<file path="src/hdl/rrqs_pkg.sv">
// ----------------------------------------------------------------------------
// rrqs_pkg: shared types and constants for the round-robin quota scheduler
// Status codes, controller states and the command/status bundles that pass
// between the controller and the datapath.
// ----------------------------------------------------------------------------
package rrqs_pkg;

  localparam int MAX_PROCS_DEF = 16;
  localparam int ID_W          = 16;
  localparam int TIME_W        = 16;
  localparam int STATUS_W      = 2;

  typedef enum logic [STATUS_W-1:0] {
    ST_LISTED = 2'd0,
    ST_ACCEPT = 2'd1,
    ST_FULL   = 2'd2,
    ST_EMPTY  = 2'd3
  } status_t;

  typedef enum logic [1:0] {
    S_IDLE,
    S_RESP,
    S_RUN
  } state_t;

  typedef enum logic {
    OP_LOAD = 1'b0,
    OP_RUN  = 1'b1
  } op_t;

  // controller -> datapath
  typedef struct packed {
    logic    load_wr;    // append the input process at the tail
    logic    run_start;  // clear the round counters, fetch entry 0
    logic    advance;    // emit current entry, compact it, fetch next
    logic    rsp_valid;  // load a single response into the output register
    status_t rsp_code;
  } dp_cmd_t;

  // datapath -> controller
  typedef struct packed {
    logic full;
    logic empty;
    logic last_entry;
    logic out_free;
  } dp_stat_t;

endpackage

</file>
<file path="src/hdl/round_robin_quota_scheduler_core.sv">
// ----------------------------------------------------------------------------
// round_robin_quota_scheduler_core: round-robin scheduler with per-process quota
// Usage:
//   Input channel (in_valid/in_stall) takes one beat per item: op=0 appends a
//   process (proc_id, burst_time, time_quota), op=1 runs one round.
//   Output channel (out_valid/out_stall) returns listed_id, status, last.
//   A load gives one beat: accepted, or refused when the ring is full.
//   A run lists every present id in ring order (last set on the final one),
//   serving each process its quota; finished processes drop out in the same
//   pass. A run on an empty ring gives one empty-status beat.
//   An accepted item moves the controller to S_RESP or S_RUN, which loads
//   result beats into the output register. A run lists one entry per cycle
//   through the single read port of the process store while the output is
//   free. in_stall stays high until the item's last beat is in the output
//   register.
//   A stalled receiver freezes the round; the output beat holds until taken.
//   Reset empties the ring; store contents need no clearing.
// ----------------------------------------------------------------------------
module round_robin_quota_scheduler_core #(
  parameter int MAX_PROCS = rrqs_pkg::MAX_PROCS_DEF
) (
  input  logic                          clk,
  input  logic                          rst,
  input  logic                          in_valid,
  output logic                          in_stall,
  input  logic                          op,
  input  logic [rrqs_pkg::ID_W-1:0]     proc_id,
  input  logic [rrqs_pkg::TIME_W-1:0]   burst_time,
  input  logic [rrqs_pkg::TIME_W-1:0]   time_quota,
  output logic                          out_valid,
  input  logic                          out_stall,
  output logic [rrqs_pkg::ID_W-1:0]     listed_id,
  output logic [rrqs_pkg::STATUS_W-1:0] status,
  output logic                          last
);
  import rrqs_pkg::*;

  dp_cmd_t  cmd;
  dp_stat_t stat;

  rrqs_ctrl u_ctrl (
    .clk      (clk),
    .rst      (rst),
    .in_valid (in_valid),
    .in_stall (in_stall),
    .op       (op),
    .stat     (stat),
    .cmd      (cmd)
  );

  rrqs_datapath #(
    .MAX_PROCS (MAX_PROCS)
  ) u_dp (
    .clk        (clk),
    .rst        (rst),
    .cmd        (cmd),
    .stat       (stat),
    .proc_id    (proc_id),
    .burst_time (burst_time),
    .time_quota (time_quota),
    .out_valid  (out_valid),
    .out_stall  (out_stall),
    .listed_id  (listed_id),
    .status     (status),
    .last       (last)
  );

endmodule

</file>
<file path="src/hdl/rrqs_ctrl.sv">
// ----------------------------------------------------------------------------
// rrqs_ctrl: scheduler controller
// Decodes accepted items and sequences the listing/compaction pass of a round.
// ----------------------------------------------------------------------------
module rrqs_ctrl (
  input  logic              clk,
  input  logic              rst,
  input  logic              in_valid,
  output logic              in_stall,
  input  logic              op,
  input  rrqs_pkg::dp_stat_t stat,
  output rrqs_pkg::dp_cmd_t  cmd
);
  import rrqs_pkg::*;

  state_t  state, state_next;
  status_t code, code_next;

  always_ff @(posedge clk) begin
    if (rst) begin
      state <= S_IDLE;
      code  <= ST_EMPTY;
    end else begin
      state <= state_next;
      code  <= code_next;
    end
  end

  always_comb begin
    state_next    = state;
    code_next     = code;
    in_stall      = 1'b1;
    cmd.load_wr   = 1'b0;
    cmd.run_start = 1'b0;
    cmd.advance   = 1'b0;
    cmd.rsp_valid = 1'b0;
    cmd.rsp_code  = code;
    case (state)
      S_IDLE: begin
        in_stall = 1'b0;
        if (in_valid) begin
          if (op_t'(op) == OP_LOAD) begin
            cmd.load_wr = !stat.full;
            code_next   = stat.full ? ST_FULL : ST_ACCEPT;
            state_next  = S_RESP;
          end else if (stat.empty) begin
            code_next  = ST_EMPTY;
            state_next = S_RESP;
          end else begin
            cmd.run_start = 1'b1;
            state_next    = S_RUN;
          end
        end
      end
      S_RESP: begin
        if (stat.out_free) begin
          cmd.rsp_valid = 1'b1;
          state_next    = S_IDLE;
        end
      end
      S_RUN: begin
        if (stat.out_free) begin
          cmd.advance = 1'b1;
          if (stat.last_entry) state_next = S_IDLE;
        end
      end
      default: state_next = S_IDLE;
    endcase
  end

endmodule

</file>
<file path="src/hdl/rrqs_datapath.sv">
// ----------------------------------------------------------------------------
// rrqs_datapath: process store, round counters and output register
// One memory holds id/remaining/quota per entry. A round reads entry r and
// writes survivors back at w (w <= r), so the ring compacts in place.
// ----------------------------------------------------------------------------
module rrqs_datapath #(
  parameter int MAX_PROCS = rrqs_pkg::MAX_PROCS_DEF
) (
  input  logic                          clk,
  input  logic                          rst,
  input  rrqs_pkg::dp_cmd_t             cmd,
  output rrqs_pkg::dp_stat_t            stat,
  input  logic [rrqs_pkg::ID_W-1:0]     proc_id,
  input  logic [rrqs_pkg::TIME_W-1:0]   burst_time,
  input  logic [rrqs_pkg::TIME_W-1:0]   time_quota,
  output logic                          out_valid,
  input  logic                          out_stall,
  output logic [rrqs_pkg::ID_W-1:0]     listed_id,
  output logic [rrqs_pkg::STATUS_W-1:0] status,
  output logic                          last
);
  import rrqs_pkg::*;

  localparam int AW = (MAX_PROCS > 1) ? $clog2(MAX_PROCS) : 1;
  localparam int CW = $clog2(MAX_PROCS + 1);

  typedef struct packed {
    logic [ID_W-1:0]   id;
    logic [TIME_W-1:0] rem;
    logic [TIME_W-1:0] quota;
  } entry_t;

  entry_t mem [MAX_PROCS];
  entry_t rd_data;

  logic [CW-1:0] count, count_next;
  logic [CW-1:0] rd_ptr, rd_ptr_next;
  logic [CW-1:0] wr_ptr, wr_ptr_next;
  logic [AW-1:0] rd_addr;
  logic [AW-1:0] wr_addr;
  logic          wr_en;
  entry_t        wr_data;
  logic          survive;
  logic [CW-1:0] rd_ptr_inc;
  logic [TIME_W-1:0] quota_fix;

  assign rd_ptr_inc      = rd_ptr + CW'(1);
  assign stat.full       = (count == CW'(MAX_PROCS));
  assign stat.empty      = (count == '0);
  assign stat.last_entry = (rd_ptr_inc == count);
  assign stat.out_free   = !out_valid || !out_stall;

  assign survive   = rd_data.rem > rd_data.quota;
  assign quota_fix = (time_quota == '0) ? TIME_W'(1) : time_quota;

  always_comb begin
    rd_ptr_next = rd_ptr;
    wr_ptr_next = wr_ptr;
    count_next  = count;
    wr_en       = 1'b0;
    wr_addr     = count[AW-1:0];
    wr_data     = '{id: proc_id, rem: burst_time, quota: quota_fix};
    rd_addr     = rd_ptr[AW-1:0];
    if (cmd.load_wr) begin
      wr_en      = 1'b1;
      count_next = count + CW'(1);
    end
    if (cmd.run_start) begin
      rd_ptr_next = '0;
      wr_ptr_next = '0;
      rd_addr     = '0;
    end
    if (cmd.advance) begin
      rd_ptr_next = rd_ptr_inc;
      rd_addr     = rd_ptr_inc[AW-1:0];
      wr_addr     = wr_ptr[AW-1:0];
      wr_data     = '{id: rd_data.id, rem: rd_data.rem - rd_data.quota,
                      quota: rd_data.quota};
      wr_en       = survive;
      if (survive) wr_ptr_next = wr_ptr + CW'(1);
      if (stat.last_entry) count_next = wr_ptr_next;
    end
  end

  always_ff @(posedge clk) begin
    if (wr_en) mem[wr_addr] <= wr_data;
    rd_data <= mem[rd_addr];
  end

  always_ff @(posedge clk) begin
    if (rst) begin
      count  <= '0;
      rd_ptr <= '0;
      wr_ptr <= '0;
    end else begin
      count  <= count_next;
      rd_ptr <= rd_ptr_next;
      wr_ptr <= wr_ptr_next;
    end
  end

  // output register
  always_ff @(posedge clk) begin
    if (rst) begin
      out_valid <= 1'b0;
    end else if (cmd.advance || cmd.rsp_valid) begin
      out_valid <= 1'b1;
    end else if (!out_stall) begin
      out_valid <= 1'b0;
    end
  end

  always_ff @(posedge clk) begin
    if (cmd.advance) begin
      listed_id <= rd_data.id;
      status    <= ST_LISTED;
      last      <= stat.last_entry;
    end else if (cmd.rsp_valid) begin
      listed_id <= '0;
      status    <= cmd.rsp_code;
      last      <= 1'b1;
    end
  end

endmodule

</file>
<file path="config.mk">
export PLATFORM = sky130hd
export DESIGN_NAME = round_robin_quota_scheduler_core
export DESIGN_NICKNAME = d
export VERILOG_FILES = /design/src/hdl/rrqs_pkg.sv /design/src/hdl/round_robin_quota_scheduler_core.sv /design/src/hdl/rrqs_ctrl.sv /design/src/hdl/rrqs_datapath.sv
export SDC_FILE = /design/constraint.sdc
export NUM_CORES = 1
export LEC_CHECK = 0
export BUFFER_PORTS_ARGS = -buffer_cell sky130_fd_sc_hd__buf_4
export CORE_UTILIZATION = 55
export DETAILED_ROUTE_END_ITERATION = 8
export PLACE_DENSITY = 0.79
export SYNTH_ARGS = -nofsm -noshare
export SYNTH_HDL_FRONTEND = slang
export SYNTH_HIERARCHICAL = 1
export SYNTH_SLANG_ARGS = --single-unit
</file>
<file path="constraint.sdc">
create_clock -name clk -period 4.9 [get_ports clk]
set_input_delay 0.49 -clock clk [delete_from_list [all_inputs] [get_ports clk]]
set_output_delay 0.49 -clock clk [all_outputs]
set_load 0.1 [all_outputs]
</file>
==> impl_metrics.yaml, run 1 <==
floorplanning:
  ios: 74
  rows: 90
  fp.dieH_um: 250
  core-area_mm2: 0.0605
  start_util_pct: 55.8
  dieArea_mm2: 0.0624
  die_w_um: 250
sta:
  maxSlewViolCount: 0
  fin_crit_sh_pct: 84.0
  hold_viol_final: 0
  max_freq_mhz: 243
  fin_worst_skew_ns: 0.0188
  relSlewSlack_pct: 19.8
  setup_viol: 0
  worstMarginPinSlew_ns: 1.20
  fin_tns_setup_ns: 0
  setup_slack_ns: 0.786
  rsz0062_at_grt: "no"
  post-route-min-period_ns: 4.11
routing:
  routed_wl_mm: 75.2
  drc: 0
  post_drt_via_cell_ratio: 6.42
  drtIter0Drc: 2268
  vias: 17500
  ant_nets: 0
  first_pass_iters: 5
  wl_per_cell_um: 27.6
setup_path:
  path_buf_inv: 2
  critPathRequiredTime_ns: 5.15
  slowest_delay_ns: 0.64
  endpoint_kind: "flip-flop"
  crit_arrival_ns: 4.37
  crit_chain: "inv_1 > ha_1 > fa_1 > nand2b_1 > a211oi_1 > o31ai_2 > a21boi_2 > a41oi_1 > nor2_4 > buf_4"
  path_class: "flip-flop to flip-flop"
  rrSetupSlack_ns: 0.79
  crit_path_start_kind: "flip-flop"
  path_delay_family: "compound AO/OA/AOI/OAI gates"
  cpMaxStageDelayCell: "buf_4"
  worstPathMaxFanout: 48
finish:
  area_growth_pct: 13.3
  nets: 1949
  drive_gt1_share_pct: 26.7
  antenna_cells: 0
clocking:
  clk-insertion-delay-late_ns: 0.63
  post_cts_buffers: 0
  htreeDepth: 3
  clk_transition_reported_paths_ns: 0.06
  ctsResizeCount: 0
  cts-root-buf: "clkbuf_16"
  postCtsHoldBufs: 0
  cts_buffer_depth: 3
  clock_sinks: 855
  cts-buffers-inserted: 81
  cts_tree: "yes"
logic_synthesis:
  ys_ff_latch: 855
  yosysMostFrequentCell: "edfxtp_1"
  syn_inst: 1756
  synth_top_family_by_area: "multiplexers"
  synth_xor_area_share_pct: 0.519
  synthTopCellsByArea: "edfxtp_1 (70%), mux4_2 (13%), dfxtp_1 (4.2%), nand2_1 (1.3%), and2_1 (1.2%)"
  synth.distinct_cells: 66
  synthAdderAreaFrac_pct: 0.801
  synth_top_cell_area_share_pct: 69.8
  syn-cell-area_mm2: 0.0337
  syn_area_per_cell_um2: 19.2
  yosys-top-cells-count: "edfxtp_1 (785), mux4_2 (192), nand2_1 (114)"
  synth-compound-area-share_pct: 4.31
  synth_area_leader_cell: "edfxtp_1"
  ys_seq_area_share_pct: 74.0
  synth.area.mux_share_pct: 13.9
  synth-edff-count: 785
  synthArstFlopShare_pct: 0
  yosysWarnings: 6
  synthFlopType: "edfxtp_1"
  synth-simple-area-share_pct: 4.59
  syn_nets: 1830
global_route:
  grt_start_max_net_pins: 98
  first_global_vias: 17900
  grt_pass1_wl_mm: 113
  antenna_found_initial: 1
  grt_overflow: 0
  grtUsageTotal_pct: 24.5
power_and_ir_drop:
  ir_worst_vdd_mv: 0.319
  p_sw_share_pct: 21.9
  intPower_w: 0.0122
  p_clk_share_pct: 40.6
  power_leakage_nw: 12.4
  seqPwrFrac_pct: 52.3
  pwr-share-comb_pct: 7.1
  switching_power_w: 0.00342
  power.density_mw_per_mm2: 409
placed_design:
  io_buffers: 73
  hpwl_mm: 42.5
  place_ws_ns: 0.920
  gp_congestion: 0.840
run:
  cap_violations: 0
worst_hold_path:
  hp-class: "input port to flip-flop"
status:
  outcome: "finished clean"
layout make-up:
class	count	area, µm²
Sequential cell	855	25000
Clock buffer	97	2120
Fill cell	3884	22200
Inverter	29	109
Multi-Input combinational cell	775	8310
Tap cell	782	978
Timing Repair Buffer	133	1170
Clock inverter	52	567
cells by family (layout without fill, tap and decap cells):
family,count (synthesis),after routing
AOI/OAI and AO/OA,202,202
xor gates and xnor gates,20,20
DFF,855,855
and+or+nand+nor,306,306
adders and majority gates,21,21
buffers and inverters,126,311
muxes,226,226
worst reg2reg max path: stages, from the launching register on:
cell and delay, ns:
dfxtp_1 0.32, inv_1 0.05, ha_1 0.20, fa_1 0.40, nand2b_1 0.18, a211oi_1 0.49, o31ai_2 0.23, a21boi_2 0.44
a41oi_1 0.51, nor2_4 0.22, buf_4 0.64
metal layers:
layer	vias to the layer above	track usage, %	routed length (µm)
met3	136	3.79	6390
met2	936	40.0	37400
met1	9072	34.1	29300
met5	-	0	0
li1	7336	-	-
met4	0	8.38	2150
per-stage QoR:
step	power, W	hold WS, ns	instance area, µm²	cells	utilization [%]
after floorplan	0.00908	0.464	33700	1756	-
after global placement	0.00938	0.479	35500	2573	58.8
after detailed placement	0.00942	0.505	35500	2573	58.8
after CTS	0.0157	0.124	38200	2722	63.2
after global routing	0.0160	0.148	38200	2723	63.2
final	0.0156	0.163	38200	2723	63.2
sequential cells by signal, indices dropped and copies added (netlist names):
signal	flops
u_dp/last	1
u_dp/wr_ptr	5
u_ctrl/state	2
u_dp/rd_ptr	5
u_dp/status	2
u_dp/listed_id	16
u_ctrl/code	2
u_dp/mem	768
u_dp/rd_data	48
u_dp/out_valid	1
u_dp/count	5
path summary, 6_finish.rpt:
path	startpoint	end	cells past startpoint
setup / recovery	u_dp/rd_data[16]	u_dp/mem[15][16]	10
setup reg to reg	u_dp/rd_data[16]	u_dp/mem[15][16]	10
hold / removal	in_valid	u_ctrl/code[0]	3
hold reg to reg	u_dp/status[0]	u_dp/status[0]	2
power groups by stage:
stage	logic (W)	clock network (W)	registers [W]
3_3_place_gp	0.00106	0	0.00832
4_1_cts	0.00111	0.00642	0.00817
5_1_grt	0.00118	0.00667	0.00818
2_1_floorplan	0.000671	0	0.00841
3_5_place_dp	0.00110	0	0.00833
6_report	0.00111	0.00636	0.00817
cells in the final DEF (no fill, tap or decap), types with 16 or more instances in the layout:
cell / instances
nand2_1: 114
clkinv_1: 17
a211oi_2: 16
inv_1: 28
and2_1: 65
mux2_2: 24
buf_4: 119
a21oi_1: 24
edfxtp_1: 785
ha_1: 20
a211oi_1: 35
nor2_1: 28
mux4_2: 192
a21o_1: 21
nor2_4: 18
clkbuf_16: 82
a31oi_1: 54
dfxtp_1: 70
Power figures use the tool's default switching activity.
==> run 2: changes to the inputs <==
clock period = 3.65 ns   (was 4.9 ns; I/O delays follow)
==> impl_metrics.yaml, run 2 (same netlist as run 1, synthesis figures left out) <==
sta:
  maxSlewViolCount: 0
  fin_worst_skew_ns: 0.0332
  hold_viol_final: 0
  worstMarginPinSlew_ns: 1.36
  setup_viol: 0
  max_freq_mhz: 286
  fin_crit_sh_pct: 95.8
  setup_slack_ns: 0.154
  rsz0062_at_grt: "no"
  relSlewSlack_pct: 9.32
  post-route-min-period_ns: 3.50
routing:
  vias: 17600
  wl_met2_mm: 38.0
  met3_length_mm: 7.77
  post_drt_via_cell_ratio: 6.42
  top_layer: "met5"
  routed_wl_mm: 77.0
  drc: 0
  drtIter0Drc: 1975
  met1_length_mm: 28.8
  wl_per_cell_um: 28.0
  ant_nets: 0
  first_pass_iters: 5
finish:
  largest_reg_flops: 768
  regMostFlops: "u_dp/mem"
  top_regs: "u_dp/mem: 768 flops, u_dp/rd_data: 48 flops, u_dp/listed_id: 16 flops"
  final_cell_mix: "edfxtp_1 (785), mux4_2 (192), buf_4 (115)"
  antenna_cells: 0
  final_common_cell: "edfxtp_1"
  area_growth_pct: 14.7
  layout.cells.non_filler: 2747
  nets: 1970
  drive_gt1_share_pct: 27.5
setup_path:
  path_delay_family: "simple AND/OR/NAND/NOR gates"
  worstPathMaxFanout: 19
  crit_path_start_kind: "flip-flop"
  crit_chain: "inv_1 > ha_1 > nor4b_1 > nand2b_1 > nor2_4 > nor2_4 > mux2i_4 > buf_12 > buf_12 > mux4_2 > and2_1 > a211oi_1 > a31oi_1"
  critPathRequiredTime_ns: 4.13
  worstRegToRegCells: 13
  crit_arrival_ns: 3.98
  path_class: "flip-flop to flip-flop"
  slowest_delay_ns: 0.51
  critical_path_depth: 13
  path_buf_inv: 3
  cpMaxStageDelayCell: "mux4_2"
  endpoint_kind: "flip-flop"
power_and_ir_drop:
  p_clk_share_pct: 40.6
  total_power_w: 0.0210
  power.density_mw_per_mm2: 543
  power_leakage_nw: 12.6
  ir_worst_vdd_mv: 0.530
  pwr-share-comb_pct: 7.2
  intPower_w: 0.0164
  p_sw_share_pct: 22.0
  seqPwrFrac_pct: 52.2
  switching_power_w: 0.00464
global_route:
  first_global_vias: 18100
  grt_pass1_wl_mm: 114
  grt_start_max_net_pins: 98
  grtUsageTotal_pct: 25.1
  grt_overflow: 0
  antenna_found_initial: 2
placed_design:
  io_buffers: 73
  dp_cells: 2592
  hpwl_mm: 42.4
  place_ws_ns: 0.0791
  gp_congestion: 0.855
clocking:
  cts-buffers-inserted: 83
  cts-root-buf: "clkbuf_16"
  clk_transition_reported_paths_ns: 0.06
  clock_sinks: 855
  clk-insertion-delay-late_ns: 0.64
  cts_tree: "yes"
  cts_buffer_depth: 3
  htreeDepth: 3
status:
  outcome: "finished clean"
run:
  cap_violations: 0
floorplanning:
  dieArea_mm2: 0.0624
  core-area_mm2: 0.0605
  start_util_pct: 55.8
  ios: 74
  rows: 90
  fp.dieH_um: 250
  die_w_um: 250
worst_hold_path:
  whs_path_depth: 2
  hp-class: "input port to flip-flop"
-- run 2: cell count changes in the layout (fill, tap and decap cells not counted), moves of 2 or more --
cell | previous run | this run
clkinv_1 | 17 | 8
clkinv_2 | 15 | 12
buf_4 | 119 | 115
bufinv_16 | 11 | 7
clkbuf_8 | 1 | 6
clkinv_4 | 0 | 2
buf_12 | 14 | 36
clkbuf_16 | 82 | 84
clkbuf_1 | 14 | 24
-- run 2: final timing paths --
check / startpoint / to / slack, ns
setup reg to reg: u_dp/count[1] / u_dp/rd_data[17] / 0.15
setup / recovery: u_dp/count[1] / u_dp/rd_data[17] / 0.15
hold reg to reg: u_ctrl/code[1] / u_dp/status[1] / 0.53
hold / removal: rst / u_dp/rd_ptr[3] / 0.09
-- run 2: final cells by class --
type | instances | area (µm²)
Clock buffer | 114 | 2270
Inverter | 29 | 109
Tap cell | 782 | 978
Sequential cell | 855 | 25000
Timing Repair Buffer | 152 | 1590
Clock inverter | 40 | 464
Multi-Input combinational cell | 775 | 8310
Fill cell | 3808 | 21800
-- run 2: power by group through the flow --
stage	Sequential (W)	Clock [W]	Combinational (W)
after global routing	0.0110	0.00902	0.00161
after CTS	0.0110	0.00864	0.00151
final	0.0110	0.00855	0.00152
after floorplan	0.0113	0	0.000907
after global placement	0.0112	0	0.00144
after detailed placement	0.0112	0	0.00149
-- run 2: what timing repair did --
action	in CTS	in global routing
hold endpoints to repair	1	0
hold buffers	1	0
resized for setup	0	1
buffers inserted	0	0
endpoints found under the setup margin	0	32
-- run 2: layer usage --
layer,track usage (%),vias up
met2,40.8,1025
met5,0,-
met1,33.6,9035
li1,-,7400
met3,6.05,167
met4,8.43,2
-- run 2: per-stage QoR --
| stage | TNS (ns) | instance area [µm²] | hold WS (ns) | utilization, % |
|---|---|---|---|---|
| 2_1_floorplan | -205.39 | 33800 | 0.437 | - |
| 3_3_place_gp | 0 | 36000 | 0.490 | 59.5 |
| 3_5_place_dp | 0 | 36000 | 0.506 | 59.5 |
| 4_1_cts | 0 | 38700 | 0.0610 | 64.0 |
| 5_1_grt | 0 | 38700 | 0.0825 | 64.0 |
| 6_report | 0 | 38700 | 0.0872 | 64.0 |
==> run 3: changes to the inputs <==
MAX_ROUTING_LAYER = met4   (was default)
==> impl_metrics.yaml, run 3 (same netlist as run 1, synthesis figures left out) <==
setup_path:
  slowest_delay_ns: 0.51
  path_delay_family: "simple AND/OR/NAND/NOR gates"
  reg2reg_to: "u_dp/rd_data[17]"
  path_buf_inv: 3
  crit_path_start_kind: "flip-flop"
  endpoint_kind: "flip-flop"
  r2r-start: "u_dp/count[1]"
  crit_chain: "inv_1 > ha_1 > nor4b_1 > nand2b_1 > nor2_4 > nor2_4 > mux2i_4 > buf_12 > buf_12 > mux4_2 > and2_1 > a211oi_1 > a31oi_1"
  path_class: "flip-flop to flip-flop"
  critPathRequiredTime_ns: 4.13
  crit_arrival_ns: 3.95
  worstRegToRegCells: 13
  cpMaxStageDelayCell: "mux4_2"
  worstPathMaxFanout: 19
  rrSetupSlack_ns: 0.18
clocking:
  post_cts_buffers: 0
  htreeDepth: 3
  clock_sinks: 855
  cts-buffers-inserted: 83
  cts_buffer_depth: 3
  cts_tree: "yes"
  clk-insertion-delay-late_ns: 0.64
  clk_transition_reported_paths_ns: 0.06
  cts-root-buf: "clkbuf_16"
routing:
  drc: 0
  top_layer: "met4"
  wl_met2_mm: 38.0
  ant_nets: 0
  met1_length_mm: 28.6
  post_drt_via_cell_ratio: 6.42
  first_pass_iters: 6
  drtIter0Drc: 2001
  vias: 17600
  met3_length_mm: 7.82
  wl_per_cell_um: 27.9
  routed_wl_mm: 76.7
sta:
  hold_viol_final: 0
  maxSlewViolCount: 0
  relSlewSlack_pct: 8.35
  rsz0062_at_grt: "no"
  max_freq_mhz: 288
  fin_tns_setup_ns: 0
  setup_viol: 0
  worstMarginPinSlew_ns: 1.37
  fin_worst_skew_ns: 0.0344
  post-route-min-period_ns: 3.47
  fin_crit_sh_pct: 95.1
finish:
  nets: 1970
  regMostFlops: "u_dp/mem"
  final_cell_mix: "edfxtp_1 (785), mux4_2 (192), buf_4 (115)"
  final_core_util_pct: 64.0
  top_regs: "u_dp/mem: 768 flops, u_dp/rd_data: 48 flops, u_dp/listed_id: 16 flops"
  largest_reg_flops: 768
  drive_gt1_share_pct: 27.5
  area_growth_pct: 14.7
  final_common_cell: "edfxtp_1"
  layout.cells.non_filler: 2748
worst_hold_path:
  min_from: "rst"
  hold_end: "u_dp/rd_ptr[3]"
  whs_path_depth: 2
  hp-class: "input port to flip-flop"
run:
  cap_violations: 0
global_route:
  grt_pass1_wl_mm: 114
  antenna_found_initial: 2
  grt_overflow: 0
  grt_start_max_net_pins: 98
  first_global_vias: 18100
  grtUsageTotal_pct: 25.9
status:
  outcome: "finished clean"
placed_design:
  dp_cells: 2592
  io_buffers: 73
  hpwl_mm: 42.4
  gp_congestion: 0.870
power_and_ir_drop:
  seqPwrFrac_pct: 52.2
  power.density_mw_per_mm2: 543
  pwr-share-comb_pct: 7.2
  switching_power_w: 0.00462
  intPower_w: 0.0164
  power_leakage_nw: 12.6
  p_sw_share_pct: 22.0
  p_clk_share_pct: 40.6
  ir_worst_vdd_mv: 0.540
floorplanning:
  ios: 74
  die_w_um: 250
  core-area_mm2: 0.0605
  start_util_pct: 55.8
  rows: 90
  dieArea_mm2: 0.0624
  fp.dieH_um: 250
-- run 3: changes by cell type in the layout (fill, tap and decap cells not counted) --
cell and change:
diode_2 +1
-- run 3: per-layer routing --
| metal | vias to the layer above | track usage, % |
|---|---|---|
| met5 | - | - |
| met4 | 0 | 8.41 |
| met3 | 171 | 6.02 |
| met2 | 1008 | 41.0 |
| met1 | 9065 | 33.4 |
| li1 | 7401 | - |
-- run 3: worst max path at each step --
stage / start / to / slack (ns) / cells past startpoint
after floorplan: u_dp/out_valid / u_dp/mem[10][0] / -0.36 / 8
after global placement: u_dp/count[1] / u_dp/rd_data[3] / 0.17 / 13
after detailed placement: u_dp/count[1] / u_dp/rd_data[17] / 0.08 / 13
after CTS: u_dp/count[1] / u_dp/rd_data[17] / 0.05 / 13
after global routing: u_dp/count[1] / u_dp/rd_data[22] / 0.01 / 13
final: u_dp/count[1] / u_dp/rd_data[17] / 0.18 / 13
-- run 3: power groups by stage --
stage | clock (W) | sequential [W] | combinational [W]
floorplan | 0 | 0.0113 | 0.000907
global placement | 0 | 0.0112 | 0.00144
detailed placement | 0 | 0.0112 | 0.00149
CTS | 0.00864 | 0.0110 | 0.00151
global route | 0.00902 | 0.0110 | 0.00161
finish | 0.00854 | 0.0110 | 0.00151
-- run 3: cell type report --
type	count	area, µm²
multi-input cells	775	8310
clock inverters	40	464
flip-flops and latches	855	25000
clock buffers	114	2270
inverters	29	109
fillers	3807	21800
diodes	1	2.50
well taps	782	978
repair buffers	152	1590
-- run 3: what timing repair did --
action | in CTS | in global routing
gates resized for setup | 0 | 1
endpoints found under the setup margin | 0 | 26
hold endpoints to repair | 1 | 0
hold buffers | 1 | 0
-- run 3: worst register-to-register path, stage by stage (launching register included) --
cell and delay, ns:
dfxtp_2 0.43, inv_1 0.07, ha_1 0.20, nor4b_1 0.14, nand2b_1 0.25, nor2_4 0.27
nor2_4 0.11, mux2i_4 0.23, buf_12 0.22, buf_12 0.22, mux4_2 0.53, and2_1 0.18
a211oi_1 0.37, a31oi_1 0.13
-- run 3: metrics by stage --
step	worst slack [ns]	cell area [µm²]	power, W	hold WS, ns
finish	0.179	38700	0.0210	0.0957
global route	0.0110	38700	0.0216	0.0825
CTS	0.0501	38700	0.0211	0.0610
detailed placement	0.0791	36000	0.0127	0.506
global placement	0.173	36000	0.0126	0.490
floorplan	-0.365	33800	0.0122	0.437
